File: config.mk
export PLATFORM = sky130hd
export DESIGN_NAME = three_wire_rtc_serial_master
export DESIGN_NICKNAME = d
export VERILOG_FILES = /design/src/hw/rtl/twrtc_pkg.sv /design/src/hw/rtl/twrtc_queue.sv /design/src/hw/rtl/twrtc_engine.sv /design/src/hw/rtl/three_wire_rtc_serial_master.sv
export VERILOG_INCLUDE_DIRS = /design/src /design/src/hw/rtl
export SDC_FILE = /design/constraint.sdc
export NUM_CORES = 1
export LEC_CHECK = 0
export ABC_AREA = 1
export ABC_CLOCK_PERIOD_IN_PS = 3300
export BUFFER_PORTS_ARGS = -buffer_cell sky130_fd_sc_hd__buf_2
export CAP_MARGIN = 40
export CORE_MARGIN = 3
export CORE_UTILIZATION = 45
export DETAILED_ROUTE_END_ITERATION = 10
export PLACE_DENSITY = 0.73
export SLEW_MARGIN = 5
export SYNTH_ARGS = -nofsm -noshare
export SYNTH_HDL_FRONTEND = slang
export SYNTH_SLANG_ARGS = --single-unit
File: constraint.sdc
create_clock -name clk -period 3.3 [get_ports clk]
set_input_delay 0.495 -clock clk [delete_from_list [all_inputs] [get_ports clk]]
set_output_delay 0.495 -clock clk [all_outputs]
set_load 0.05 [all_outputs]
File: src/hw/rtl/three_wire_rtc_serial_master_macros.svh
// ----------------------------------------------------------------------------
// Three-wire RTC serial master: assertion macros
// Concurrent checks clocked on clk and held off while rst is high.
// ----------------------------------------------------------------------------
`ifndef THREE_WIRE_RTC_SERIAL_MASTER_MACROS_SVH
`define THREE_WIRE_RTC_SERIAL_MASTER_MACROS_SVH

`ifndef SYNTHESIS
// Check a whole property on every clock edge outside reset.
`define TWRTC_ASSERT(label, prop) \
  label: assert property (@(posedge clk) disable iff (rst) (prop)) \
    else $error("twrtc check failed");
// Check that a condition implies a consequence in the same cycle.
`define TWRTC_ASSERT_IMPL(label, ante, cons) \
  label: assert property (@(posedge clk) disable iff (rst) (ante) |-> (cons)) \
    else $error("twrtc check failed");
`else
`define TWRTC_ASSERT(label, prop)
`define TWRTC_ASSERT_IMPL(label, ante, cons)
`endif

`endif

File: src/hw/rtl/twrtc_pkg.sv
// ----------------------------------------------------------------------------
// Three-wire RTC serial master: shared package
// Beat layouts, phase codes and fixed constants of the serial engine.
// ----------------------------------------------------------------------------
`default_nettype none

package twrtc_pkg;

  localparam int IN_TDATA_W  = 32;
  localparam int OUT_TDATA_W = 16;
  localparam int CFG_IDX_W   = 1;
  localparam int CFG_DATA_W  = 8;

  // Register indexes on the configuration port
  localparam logic [CFG_IDX_W-1:0] REG_HALF_PERIOD = 1'd0;
  localparam logic [CFG_IDX_W-1:0] REG_SETUP_HOLD  = 1'd1;

  localparam logic [7:0] HALF_PERIOD_RST = 8'd36;
  localparam logic [7:0] SETUP_HOLD_RST  = 8'd8;
  localparam logic [7:0] CMD_READ_FLAG   = 8'h80;
  localparam logic [2:0] LAST_BIT        = 3'd7;

  typedef enum logic [2:0] {
    PH_IDLE   = 3'd0,
    PH_SETUP1 = 3'd1,
    PH_SETUP2 = 3'd2,
    PH_LOW    = 3'd3,
    PH_HIGH   = 3'd4,
    PH_HOLD1  = 3'd5,
    PH_HOLD2  = 3'd6
  } phase_t;

  // Input beat, last field in the lowest bits
  typedef struct packed {
    logic [5:0] pad;
    logic       sio_in;
    logic [7:0] tx_byte;
    logic [7:0] byte_count;
    logic [6:0] reg_addr;
    logic       is_read;
    logic       start_req;
  } in_item_t;

  // Result beat, last field in the lowest bits
  typedef struct packed {
    logic       done_res;
    logic [7:0] rx_byte;
    logic       rx_valid;
    logic       tx_taken;
    logic       busy_res;
    logic       sio_drive;
    logic       sio_out;
    logic       sck_pin;
    logic       cs_pin;
  } out_item_t;

  // Queue head as seen by the engine
  typedef struct packed {
    logic     valid;
    in_item_t item;
  } q_head_t;

endpackage

`default_nettype wire

File: src/hw/rtl/twrtc_queue.sv
// ----------------------------------------------------------------------------
// Three-wire RTC serial master: front queue
// Accept tick beats and hold up to two of them for the engine.
// ----------------------------------------------------------------------------
`default_nettype none
`include "three_wire_rtc_serial_master_macros.svh"

module twrtc_queue (
  input  wire                                 clk,
  input  wire                                 rst,
  input  wire                                 s_tvalid,
  output logic                                s_tready,
  input  wire  [twrtc_pkg::IN_TDATA_W-1:0]    s_tdata,
  output twrtc_pkg::q_head_t                  head,
  input  wire                                 pop
);
  import twrtc_pkg::*;

  in_item_t   store [2];
  logic       wr_ptr;
  logic       rd_ptr;
  logic [1:0] count;
  logic       push;
  in_item_t   in_item;

  always_comb begin
    in_item     = in_item_t'(s_tdata);
    in_item.pad = '0;
  end

  assign s_tready   = (count != 2'd2);
  assign push       = s_tvalid && s_tready;
  assign head.valid = (count != 2'd0);
  assign head.item  = store[rd_ptr];

  always_ff @(posedge clk) begin
    if (push) begin
      store[wr_ptr] <= in_item;
    end
  end

  always_ff @(posedge clk) begin
    if (rst) begin
      wr_ptr <= 1'b0;
      rd_ptr <= 1'b0;
      count  <= 2'd0;
    end else begin
      if (push) begin
        wr_ptr <= ~wr_ptr;
      end
      if (pop) begin
        rd_ptr <= ~rd_ptr;
      end
      if (push && !pop) begin
        count <= count + 2'd1;
      end else if (pop && !push) begin
        count <= count - 2'd1;
      end
    end
  end

  `TWRTC_ASSERT(a_count_range, count != 2'd3)
  `TWRTC_ASSERT_IMPL(a_pop_nonempty, pop, count != 2'd0)
  `TWRTC_ASSERT(a_count_up, (push && !pop) |=> (count == $past(count) + 2'd1))

endmodule

`default_nettype wire

File: src/hw/rtl/twrtc_engine.sv
// ----------------------------------------------------------------------------
// Three-wire RTC serial master: pin engine
// Step the transfer phases once per tick and register the result beat.
// ----------------------------------------------------------------------------
`default_nettype none
`include "three_wire_rtc_serial_master_macros.svh"

module twrtc_engine (
  input  wire                                 clk,
  input  wire                                 rst,
  input  wire                                 cfg_we,
  input  wire  [twrtc_pkg::CFG_IDX_W-1:0]     cfg_index,
  input  wire  [twrtc_pkg::CFG_DATA_W-1:0]    cfg_data,
  input  wire  twrtc_pkg::q_head_t            head,
  output logic                                pop,
  output logic                                m_tvalid,
  input  wire                                 m_tready,
  output logic [twrtc_pkg::OUT_TDATA_W-1:0]   m_tdata
);
  import twrtc_pkg::*;

  logic [7:0] half_period;
  logic [7:0] setup_hold;
  logic [7:0] hp_eff;
  logic [7:0] sh_eff;

  phase_t     phase, phase_next;
  logic [7:0] wait_count, wait_count_next;
  logic [2:0] bit_index, bit_index_next;
  logic [7:0] bytes_left, bytes_left_next;
  logic [7:0] shift_reg, shift_reg_next;
  logic       read_mode, read_mode_next;
  logic       cs, cs_next;
  logic       sck, sck_next;
  logic       sio, sio_next;
  logic       drv, drv_next;

  logic       taken, rxv, done, begin_bit;
  logic [7:0] rxb;
  in_item_t   it;
  out_item_t  res;

  assign it     = head.item;
  assign hp_eff = (half_period == 8'd0) ? 8'd1 : half_period;
  assign sh_eff = (setup_hold == 8'd0) ? 8'd1 : setup_hold;
  assign pop    = head.valid && (!m_tvalid || m_tready);

  always_ff @(posedge clk) begin
    if (rst) begin
      half_period <= HALF_PERIOD_RST;
      setup_hold  <= SETUP_HOLD_RST;
    end else if (cfg_we) begin
      unique case (cfg_index)
        REG_HALF_PERIOD: half_period <= cfg_data;
        REG_SETUP_HOLD:  setup_hold  <= cfg_data;
        default:         half_period <= half_period;
      endcase
    end
  end

  always_comb begin
    phase_next      = phase;
    wait_count_next = wait_count;
    bit_index_next  = bit_index;
    bytes_left_next = bytes_left;
    shift_reg_next  = shift_reg;
    read_mode_next  = read_mode;
    cs_next         = cs;
    sck_next        = sck;
    sio_next        = sio;
    drv_next        = drv;
    taken           = 1'b0;
    rxv             = 1'b0;
    rxb             = 8'd0;
    done            = 1'b0;
    begin_bit       = 1'b0;

    if (phase != PH_IDLE && phase <= PH_HOLD2 && wait_count > 8'd1) begin
      wait_count_next = wait_count - 8'd1;
    end else begin
      unique case (phase)
        PH_SETUP1: begin
          cs_next         = 1'b1;
          phase_next      = PH_SETUP2;
          wait_count_next = sh_eff;
        end
        PH_SETUP2: begin
          bit_index_next = 3'd0;
          begin_bit      = 1'b1;
        end
        PH_LOW: begin
          shift_reg_next  = drv ? {1'b0, shift_reg[7:1]} : {it.sio_in, shift_reg[7:1]};
          sck_next        = 1'b1;
          phase_next      = PH_HIGH;
          wait_count_next = hp_eff;
        end
        PH_HIGH: begin
          if (bit_index != LAST_BIT) begin
            bit_index_next = bit_index + 3'd1;
            begin_bit      = 1'b1;
          end else begin
            bit_index_next = 3'd0;
            if (!drv) begin
              rxv = 1'b1;
              rxb = shift_reg;
            end
            if (bytes_left == 8'd0) begin
              phase_next      = PH_HOLD1;
              wait_count_next = sh_eff;
            end else begin
              bytes_left_next = bytes_left - 8'd1;
              if (read_mode) begin
                drv_next       = 1'b0;
                shift_reg_next = 8'd0;
              end else begin
                drv_next       = 1'b1;
                shift_reg_next = it.tx_byte;
                taken          = 1'b1;
              end
              begin_bit = 1'b1;
            end
          end
        end
        PH_HOLD1: begin
          cs_next         = 1'b0;
          phase_next      = PH_HOLD2;
          wait_count_next = sh_eff;
        end
        PH_HOLD2: begin
          phase_next      = PH_IDLE;
          wait_count_next = 8'd0;
          cs_next         = 1'b0;
          sck_next        = 1'b1;
          sio_next        = 1'b0;
          drv_next        = 1'b1;
          done            = 1'b1;
        end
        default: begin
          // idle, and the unused phase code
          phase_next      = PH_IDLE;
          wait_count_next = 8'd0;
          if (it.start_req) begin
            read_mode_next  = it.is_read;
            shift_reg_next  = {1'b0, it.reg_addr} | (it.is_read ? CMD_READ_FLAG : 8'd0);
            bytes_left_next = it.byte_count;
            bit_index_next  = 3'd0;
            cs_next         = 1'b0;
            sck_next        = 1'b1;
            sio_next        = 1'b0;
            drv_next        = 1'b1;
            phase_next      = PH_SETUP1;
            wait_count_next = sh_eff;
          end
        end
      endcase
      if (begin_bit) begin
        sck_next        = 1'b0;
        sio_next        = drv_next ? shift_reg_next[0] : 1'b0;
        phase_next      = PH_LOW;
        wait_count_next = hp_eff;
      end
    end
  end

  always_comb begin
    res.cs_pin    = cs_next;
    res.sck_pin   = sck_next;
    res.sio_out   = sio_next;
    res.sio_drive = drv_next;
    res.busy_res  = (phase_next != PH_IDLE);
    res.tx_taken  = taken;
    res.rx_valid  = rxv;
    res.rx_byte   = rxb;
    res.done_res  = done;
  end

  always_ff @(posedge clk) begin
    if (rst) begin
      phase      <= PH_IDLE;
      wait_count <= 8'd0;
      bit_index  <= 3'd0;
      bytes_left <= 8'd0;
      shift_reg  <= 8'd0;
      read_mode  <= 1'b0;
      cs         <= 1'b0;
      sck        <= 1'b1;
      sio        <= 1'b0;
      drv        <= 1'b1;
    end else if (pop) begin
      phase      <= phase_next;
      wait_count <= wait_count_next;
      bit_index  <= bit_index_next;
      bytes_left <= bytes_left_next;
      shift_reg  <= shift_reg_next;
      read_mode  <= read_mode_next;
      cs         <= cs_next;
      sck        <= sck_next;
      sio        <= sio_next;
      drv        <= drv_next;
    end
  end

  always_ff @(posedge clk) begin
    if (rst) begin
      m_tvalid <= 1'b0;
    end else if (pop) begin
      m_tvalid <= 1'b1;
    end else if (m_tready) begin
      m_tvalid <= 1'b0;
    end
  end

  always_ff @(posedge clk) begin
    if (pop) begin
      m_tdata <= OUT_TDATA_W'(res);
    end
  end

  `TWRTC_ASSERT(a_fire_gives_beat, pop |=> m_tvalid)
  `TWRTC_ASSERT(a_hold_without_tick, !pop |=> $stable(phase) && $stable(wait_count))
  `TWRTC_ASSERT_IMPL(a_idle_pins, phase == PH_IDLE, !cs && sck && drv)

endmodule

`default_nettype wire

File: src/hw/rtl/three_wire_rtc_serial_master.sv
// ----------------------------------------------------------------------------
// Three-wire RTC serial master: top level
// Each beat on the s_ channel is one tick of the pin timing base; every tick
// gives exactly one result beat on the m_ channel carrying the pin levels
// after that tick, busy and done status, the tx_taken strobe and any byte
// received. A tick with start_req set while idle opens a transfer: command
// byte (register number, bit 7 set for a read), then byte_count data bytes,
// each sent or received least significant bit first, framed by the set-up
// and hold waits around both chip select edges.
// Throughput: one tick a cycle while m_tready keeps the result register
// free. A tick is first written into the two-entry input queue; its result
// is registered on the edge that pops it from that queue.
// When m_tready is low the result register holds; the queue keeps taking
// ticks until both entries are full, then s_tready drops.
// Reset (rst, synchronous): queue empty, no result pending, engine idle with
// chip select low, clock high, data driven low; half period back to 36 ticks,
// set-up/hold back to 8 ticks. Write the registers only while idle.
// ----------------------------------------------------------------------------
`default_nettype none

module three_wire_rtc_serial_master (
  input  wire                                 clk,
  input  wire                                 rst,
  // configuration: index 0 half period, index 1 set-up/hold ticks
  input  wire                                 cfg_we,
  input  wire  [twrtc_pkg::CFG_IDX_W-1:0]     cfg_index,
  input  wire  [twrtc_pkg::CFG_DATA_W-1:0]    cfg_data,
  // tick beats
  input  wire                                 s_tvalid,
  output logic                                s_tready,
  // s_tdata from bit 0: start_req, is_read, reg_addr[6:0], byte_count[7:0],
  // tx_byte[7:0], sio_in, zero padding
  input  wire  [twrtc_pkg::IN_TDATA_W-1:0]    s_tdata,
  // result beats
  output logic                                m_tvalid,
  input  wire                                 m_tready,
  // m_tdata from bit 0: cs_pin, sck_pin, sio_out, sio_drive, busy_res,
  // tx_taken, rx_valid, rx_byte[7:0], done_res
  output logic [twrtc_pkg::OUT_TDATA_W-1:0]   m_tdata
);
  import twrtc_pkg::*;

  q_head_t head;
  logic    pop;

  // Front: take tick beats and queue them
  twrtc_queue u_queue (
    .clk      (clk),
    .rst      (rst),
    .s_tvalid (s_tvalid),
    .s_tready (s_tready),
    .s_tdata  (s_tdata),
    .head     (head),
    .pop      (pop)
  );

  // Back: step the phases and register each result beat
  twrtc_engine u_engine (
    .clk       (clk),
    .rst       (rst),
    .cfg_we    (cfg_we),
    .cfg_index (cfg_index),
    .cfg_data  (cfg_data),
    .head      (head),
    .pop       (pop),
    .m_tvalid  (m_tvalid),
    .m_tready  (m_tready),
    .m_tdata   (m_tdata)
  );

endmodule

`default_nettype wire
==> results of run 1 <==
-- power by group --
part	total, mW	switching (mW)	internal, mW
Sequential	2.35	0.227	2.12
Clock	1.73	0.680	1.05
Combinational	3.11	2.18	0.928
-- synthesized netlist by cell type (5+ instances only) --
cell type,instances
nor2_1,86
o211ai_1,7
edfxtp_1,68
clkbuf_1,12
nand4_1,7
inv_1,69
inv_2,5
o221ai_1,7
nand3_1,33
o21ai_1,6
ha_1,11
a21oi_1,52
o21ai_0,52
nor3_2,8
dfxtp_1,57
mux2i_1,7
nor3_1,6
buf_2,6
nand2_1,136
-- path summary, 6_finish.rpt --
kind / from / endpoint / slack, ns / cells past startpoint
setup / recovery: u_engine.phase[0]$_SDFFE_PP0P_ / u_engine.bytes_left[2]$_SDFFE_PP0P_ / 0.95 / 10
hold / removal: s_tdata[16] / u_queue.store[1][16]$_DFFE_PP_ / 0.27 / 1
setup reg to reg: u_engine.phase[0]$_SDFFE_PP0P_ / u_engine.bytes_left[2]$_SDFFE_PP0P_ / 0.95 / 10
hold reg to reg: u_engine.read_mode$_SDFFE_PP0P_ / u_engine.read_mode$_SDFFE_PP0P_ / 0.45 / 2
-- logic make-up (layout without fill, tap and decap cells) --
group | Yosys count | in the layout | share of synthesized area [%]
XOR/XNOR | 3 | 3 | 0.451
AND/OR/NAND/NOR | 288 | 288 | 21.4
adder cells (fa/ha/maj) | 11 | 11 | 2.36
buffers and inverters | 98 | 172 | 6.92
multiplexers | 7 | 7 | 1.20
AO/OA/AOI/OAI | 136 | 136 | 13.0
flip-flops | 125 | 125 | 54.6
-- routing by layer --
layer / vias to the layer above / share of wire [%] / GRT usage [%]
li1: 2367 / - / -
met2: 116 / 49 / 29.5
met3: 14 / 5.2 / 5.14
met1: 2179 / 45 / 22.1
met4: 0 / 1.3 / 7.02
met5: - / 0 / 0
-- layout make-up --
cell class              instances  area (um2)  area share, %
multi-input cells             445        2240           32.8
inverters                      76         290           4.25
flip-flops and latches        125        3180           46.6
clock inverters                13         120           1.76
well taps                     168         210           3.07
repair buffers                 64         345           5.05
clock buffers                  19         443           6.48
==> metrics.md, run 1 <==
| Metric | Value |
|---|---|
| Placement Setup Slack | 0.855 ns |
| Slew @ Worst Pin | 0.610 ns |
| Synth top area cells | edfxtp_1, dfxtp_1, nand2_1, nor2_1, a21oi_1 |
| CP top delay family | simple AND/OR/NAND/NOR gates |
| Clock skew | 0.00612 ns |
| CP Capture Type | flip-flop |
| Number of antenna violations at the first check in global routing | 0 |
| Worst path most repeated cell | nor2_1 |
| CTS Hold Buffers Added | 0 |
| Yosys top cell area share | 35.1% |
| Crit path max-delay cell type | dfxtp_1 |
| Clock Sinks | 125 |
| Later-pin clock latency in the skew report | 0.41 ns |
| Nets | 786 |
| FP Rows | 40 |
| Finished Layout Cells | 910 |
| CTS buffer count | 17 |
| CP Cell Sequence | inv_1 -> ha_1 -> o21a_1 -> nand2_4 -> nand2_2 -> nor2_1 -> buf_4 -> inv_1 -> nor2_1 -> nor2_1 |
| Status | complete, no violations |
| WP buf/inv | 3 |
| Final Max Tran Viols | 0 |
| CTS tree | yes |
| Setup WS post-layout | 0.955 ns |
| Yosys top cell by area | edfxtp_1 |
| Avg WL per Cell | 13.6 um |
| Hpwl dp | 8.59 mm |
| H-tree depth | 4 |
| Total Wirelength | 12.4 mm |
| RSZ-0062 raised after global routing | no |
| Max rail drop VDD | 492 uV |
| Count of max-cap constraint violations | 0 |
| Post-Syn Area | 5830 um2 |
| Drt drc | 0 |
| Syn Inst Count | 668 |
| Total core area | 12300 um2 |
| First-pass GRT wire length | 20.6 mm |
| Area Overhead vs Synth | 17.4% |
| Crit path required time | 3.61 ns |
| Slew headroom | 59.3% |
| Max reg flops | 52 |
| Clk slew on worst S/H paths | 0.06 ns |
| Diode count | 0 |
| CP Class | reg2reg |
| Routability Congestion | 0.925 |
| Class of the worst hold path | in2reg |
| Pleak | 2.89 nW |
| Register area share after synthesis | 54.6% |
| Initial cell density of the core | 47.3% |
| Dpl cell area | 6270 um2 |
| Placed cells | 878 |
| I/O pins | 64 |
| Syn nets | 725 |
| Hold_ws | 0.265 ns |
| Largest Register | u_queue.store |
| Top flop regs | u_queue.store x52, u_engine.m_tdata x16 |
| Setup violations, final | 0 |
| Mean post-synth cell area | 8.72 um2 |
| Ys async rst share | 0% |
| Tmin final | 2.35 ns |
| Vias in the first global route | 4548 |
| Worst Path Arrival | 2.65 ns |
| Total power | 7.19 mW |
| Number of flops mapped to enable cells by yosys | 68 |
| Post-Route Setup TNS | 0 ns |
| Post-synth top flop | edfxtp_1 |
| Commonest cells after routing, fill and taps aside | nand2_1, nor2_1, inv_1, edfxtp_1 |
| GRT overflow | 0 |
| Setup crit start kind | flip-flop |
| Max Clk Rate | 426 MHz |
| Commonest non-fill, non-tap cell in the layout | nand2_1 |
| DR vias | 4676 |
| CTS root buf | clkbuf_16 |
| Critical path peak fanout | 19 |
| Pin count of the biggest net entering global routing | 28 |
| Final non-filler cell area | 6840 um2 |
| CTS Buffer Depth | 2 |
| Synth Warn # | 0 |
| Die X | 120 um |
| Final Hold Fails | 0 |
| Fillcell total | 1110 |
| DIE AREA | 14300 um2 |
| First DRT Iteration DRCs | 243 |
| Post CTS Setup Buffer Count | 0 |
| Buffers added on ports | 57 |
| Util after Layout | 55.5% |
| CP peak stage delay | 0.44 ns |
| Die H | 120 um |
| All-Layer GR Usage | 17.8% |
| Drt pass-1 iters | 4 |
| Final period utilization | 71.1% |
| Synth unique cells | 40 |
| Post-DRT Antenna Nets | 0 |
| Synth Register Bits | 125 |
| Vias/cell | 5.14 |
| Share of layout cells above drive strength 1 | 16.8% |
| Pwr/cell area | 1050 nW/um2 |
| Post-CTS Resized | 0 |
Note: power is estimated with default switching activity, not from simulation.
==> inputs of run 2 (changes only) <==
- ABC_CLOCK_PERIOD_IN_PS: 3300 -> 2200
- clock period: 3.3 -> 2.2 ns (I/O delays scaled with it)
==> run 2 against run 1 <==
  * Register-to-register slack worse by 0.79 ns
  * Clock skew up 0.0061 ns
  * Non-clock buffer count rose by 16
  * Sequential power up 49%
  * Clock power rose by 62%
  * Critical path depth grew 1
  * Clock-buffer cell count fell by 1
  * Via count up 1.3%
  * Hold slack lost 0.17 ns
==> metrics.md, run 2 (synthesis results as in run 1) <==
| Metric | Value |
|---|---|
| Total core area | 12300 um2 (unchanged) |
| Clk slew on worst S/H paths | 0.06 ns (about the same) |
| Hpwl dp | 8.86 mm (+3.2%) |
| Met1 Wirelength | 5.42 mm (-2.2%) |
| Post-DRT Antenna Nets | 0 (unchanged) |
| Die H | 120 um (unchanged) |
| Count of max-cap constraint violations | 0 (unchanged) |
| Avg WL per Cell | 13.6 um (about the same) |
| CTS Buffer Depth | 2 (unchanged) |
| CTS tree | yes |
| Post-Route Setup TNS | 0 ns (unchanged) |
| Later-pin clock latency in the skew report | 0.42 ns (about the same) |
| Die X | 120 um (unchanged) |
| Max Clk Rate | 491 MHz (+15%) |
| Crit path max-delay cell type | dfxtp_2 |
| Slew headroom | 71.9% (+13 points) |
| Drt pass-1 iters | 5 (+1) |
| Top flop regs | u_queue.store x52, u_engine.m_tdata x16 |
| Class of the worst hold path | in2reg |
| Status | complete, no violations |
| Max rail drop VDD | 595 uV (+21%) |
| Clock Sinks | 125 (unchanged) |
| Final Hold Fails | 0 (unchanged) |
| Share of layout cells above drive strength 1 | 18.7% (+1.9 points) |
| Commonest non-fill, non-tap cell in the layout | nand2_1 |
| WP buf/inv | 3 (unchanged) |
| Commonest cells after routing, fill and taps aside | nand2_1, nor2_1, inv_1, edfxtp_1, buf_2 |
| Final period utilization | 92.5% (+21 points) |
| RSZ-0062 raised after global routing | no |
| Routability Congestion | 0.919 (-0.75%) |
| Setup crit start kind | flip-flop |
| CTS buffer count | 17 (unchanged) |
| Worst Path Arrival | 2.20 ns (-0.45 ns) |
| FP Rows | 40 (unchanged) |
| CTS Hold Buffers Added | 0 (unchanged) |
| Initial cell density of the core | 47.3% (unchanged) |
| Vias/cell | 5.12 (-0.45%) |
| Vias in the first global route | 4553 (+0.11%) |
| Pwr/cell area | 1610 nW/um2 (+53%) |
| Critical path peak fanout | 10 (-9) |
| Highest Signal Layer | met4 |
| All-Layer GR Usage | 18.1% (+0.27 points) |
| GRT overflow | 0 (unchanged) |
| Slew @ Worst Pin | 0.421 ns (-0.189 ns) |
| Fillcell total | 1116 (+0.54%) |
| Pleak | 3.00 nW (+3.8%) |
| CTS root buf | clkbuf_16 |
| First DRT Iteration DRCs | 370 (+52%) |
| DR vias | 4737 (+1.3%) |
| DIE AREA | 14300 um2 (unchanged) |
| Drt drc | 0 (unchanged) |
| Setup violations, final | 0 (unchanged) |
| First-pass GRT wire length | 20.9 mm (+1.4%) |
| Met2 routed WL | 6.18 mm (+2.7%) |
| Buffers added on ports | 57 (unchanged) |
| Number of antenna violations at the first check in global routing | 0 (unchanged) |
| CP Class | reg2reg |
| Nets | 802 (+2.0%) |
| Largest Register | u_queue.store |
| Worst path most repeated cell | nand2_1 |
| Crit path required time | 2.36 ns (-1.25 ns) |
| Util after Layout | 56.9% (+1.3 points) |
| I/O pins | 64 (unchanged) |
| Clock skew | 0.0122 ns (+0.00607 ns) |
| Met3 Routed Length | 754 um (+18%) |
| Total Wirelength | 12.6 mm (+1.8%) |
| H-tree depth | 4 (unchanged) |
| CP Capture Type | flip-flop |
| Area Overhead vs Synth | 20.2% |
| Max reg flops | 52 (unchanged) |
| Pin count of the biggest net entering global routing | 28 (unchanged) |
| CP top delay family | simple AND/OR/NAND/NOR gates |
| Tmin final | 2.04 ns (-0.310 ns) |
| CP Cell Sequence | inv_1 -> ha_1 -> nand2_1 -> inv_2 -> nand2_1 -> nand2_2 -> inv_1 -> nand2_1 -> a21oi_1 -> a21oi_1 -> nand3_1 |
| CP peak stage delay | 0.35 ns (-0.09 ns) |
| Final Max Tran Viols | 0 (unchanged) |
| Total power | 11.3 mW (+56%) |
| Diode count | 0 (unchanged) |
run 2: changes by cell type in the layout (fill, tap and decap cells not counted), sizes merged:
cell | before | now
buf | 64 | 80
clkinvlp | 6 | 2
bufinv | 1 | 3
inv | 76 | 78
clkbuf | 19 | 18
clkinv | 6 | 7
run 2: cell type report:
type	instances	area [um2]	area share, %
flip-flops and latches	125	3180	45.5
multi-input cells	445	2250	32.1
repair buffers	80	470	6.72
clock buffers	18	429	6.13
inverters	76	290	4.15
well taps	168	210	3.00
clock inverters	14	168	2.39
run 2: worst paths after layout:
| path | from | endpoint | slack (ns) | depth (start not counted) |
|---|---|---|---|---|
| max reg2reg | u_engine.phase[1]$_SDFFE_PP0P_ | u_engine.m_tdata[4]$_DFFE_PP_ | 0.16 | 11 |
| max | u_engine.phase[1]$_SDFFE_PP0P_ | u_engine.m_tdata[4]$_DFFE_PP_ | 0.16 | 11 |
| min | s_tdata[14] | u_queue.store[0][14]$_DFFE_PP_ | 0.1 | 1 |
| min reg2reg | u_engine.read_mode$_SDFFE_PP0P_ | u_engine.read_mode$_SDFFE_PP0P_ | 0.44 | 2 |
run 2: power by group:
group / internal (mW) / switching, mW / total, mW
logic: 1.62 / 3.35 / 4.96
clock network: 1.78 / 1.02 / 2.80
registers: 3.19 / 0.310 / 3.49
total: 6.58 / 4.68 / 11.3
run 2: through the flow:
stage                     setup WS, ns  instances  hold WS, ns  cell area [um2]
after floorplan                 0.0711        668        0.421             5830
after global placement          0.0876        890        0.432             6360
after detailed placement        0.0685        890        0.433             6360
after CTS                       0.0464        922       0.0787             6950
after global routing            0.0136        926       0.0850             7000
final                            0.165        926       0.0954             7000
run 2: metal layers:
metal | up-vias | global-route usage, %
met5 | - | 0
met4 | 0 | 8.23
met3 | 22 | 4.38
met2 | 132 | 29.7
met1 | 2187 | 22.7
li1 | 2396 | -
run 2: repair_timing:
action	CTS	global route
endpoints found under the setup margin	0	30
gates resized for setup	0	3
buffers inserted	0	4
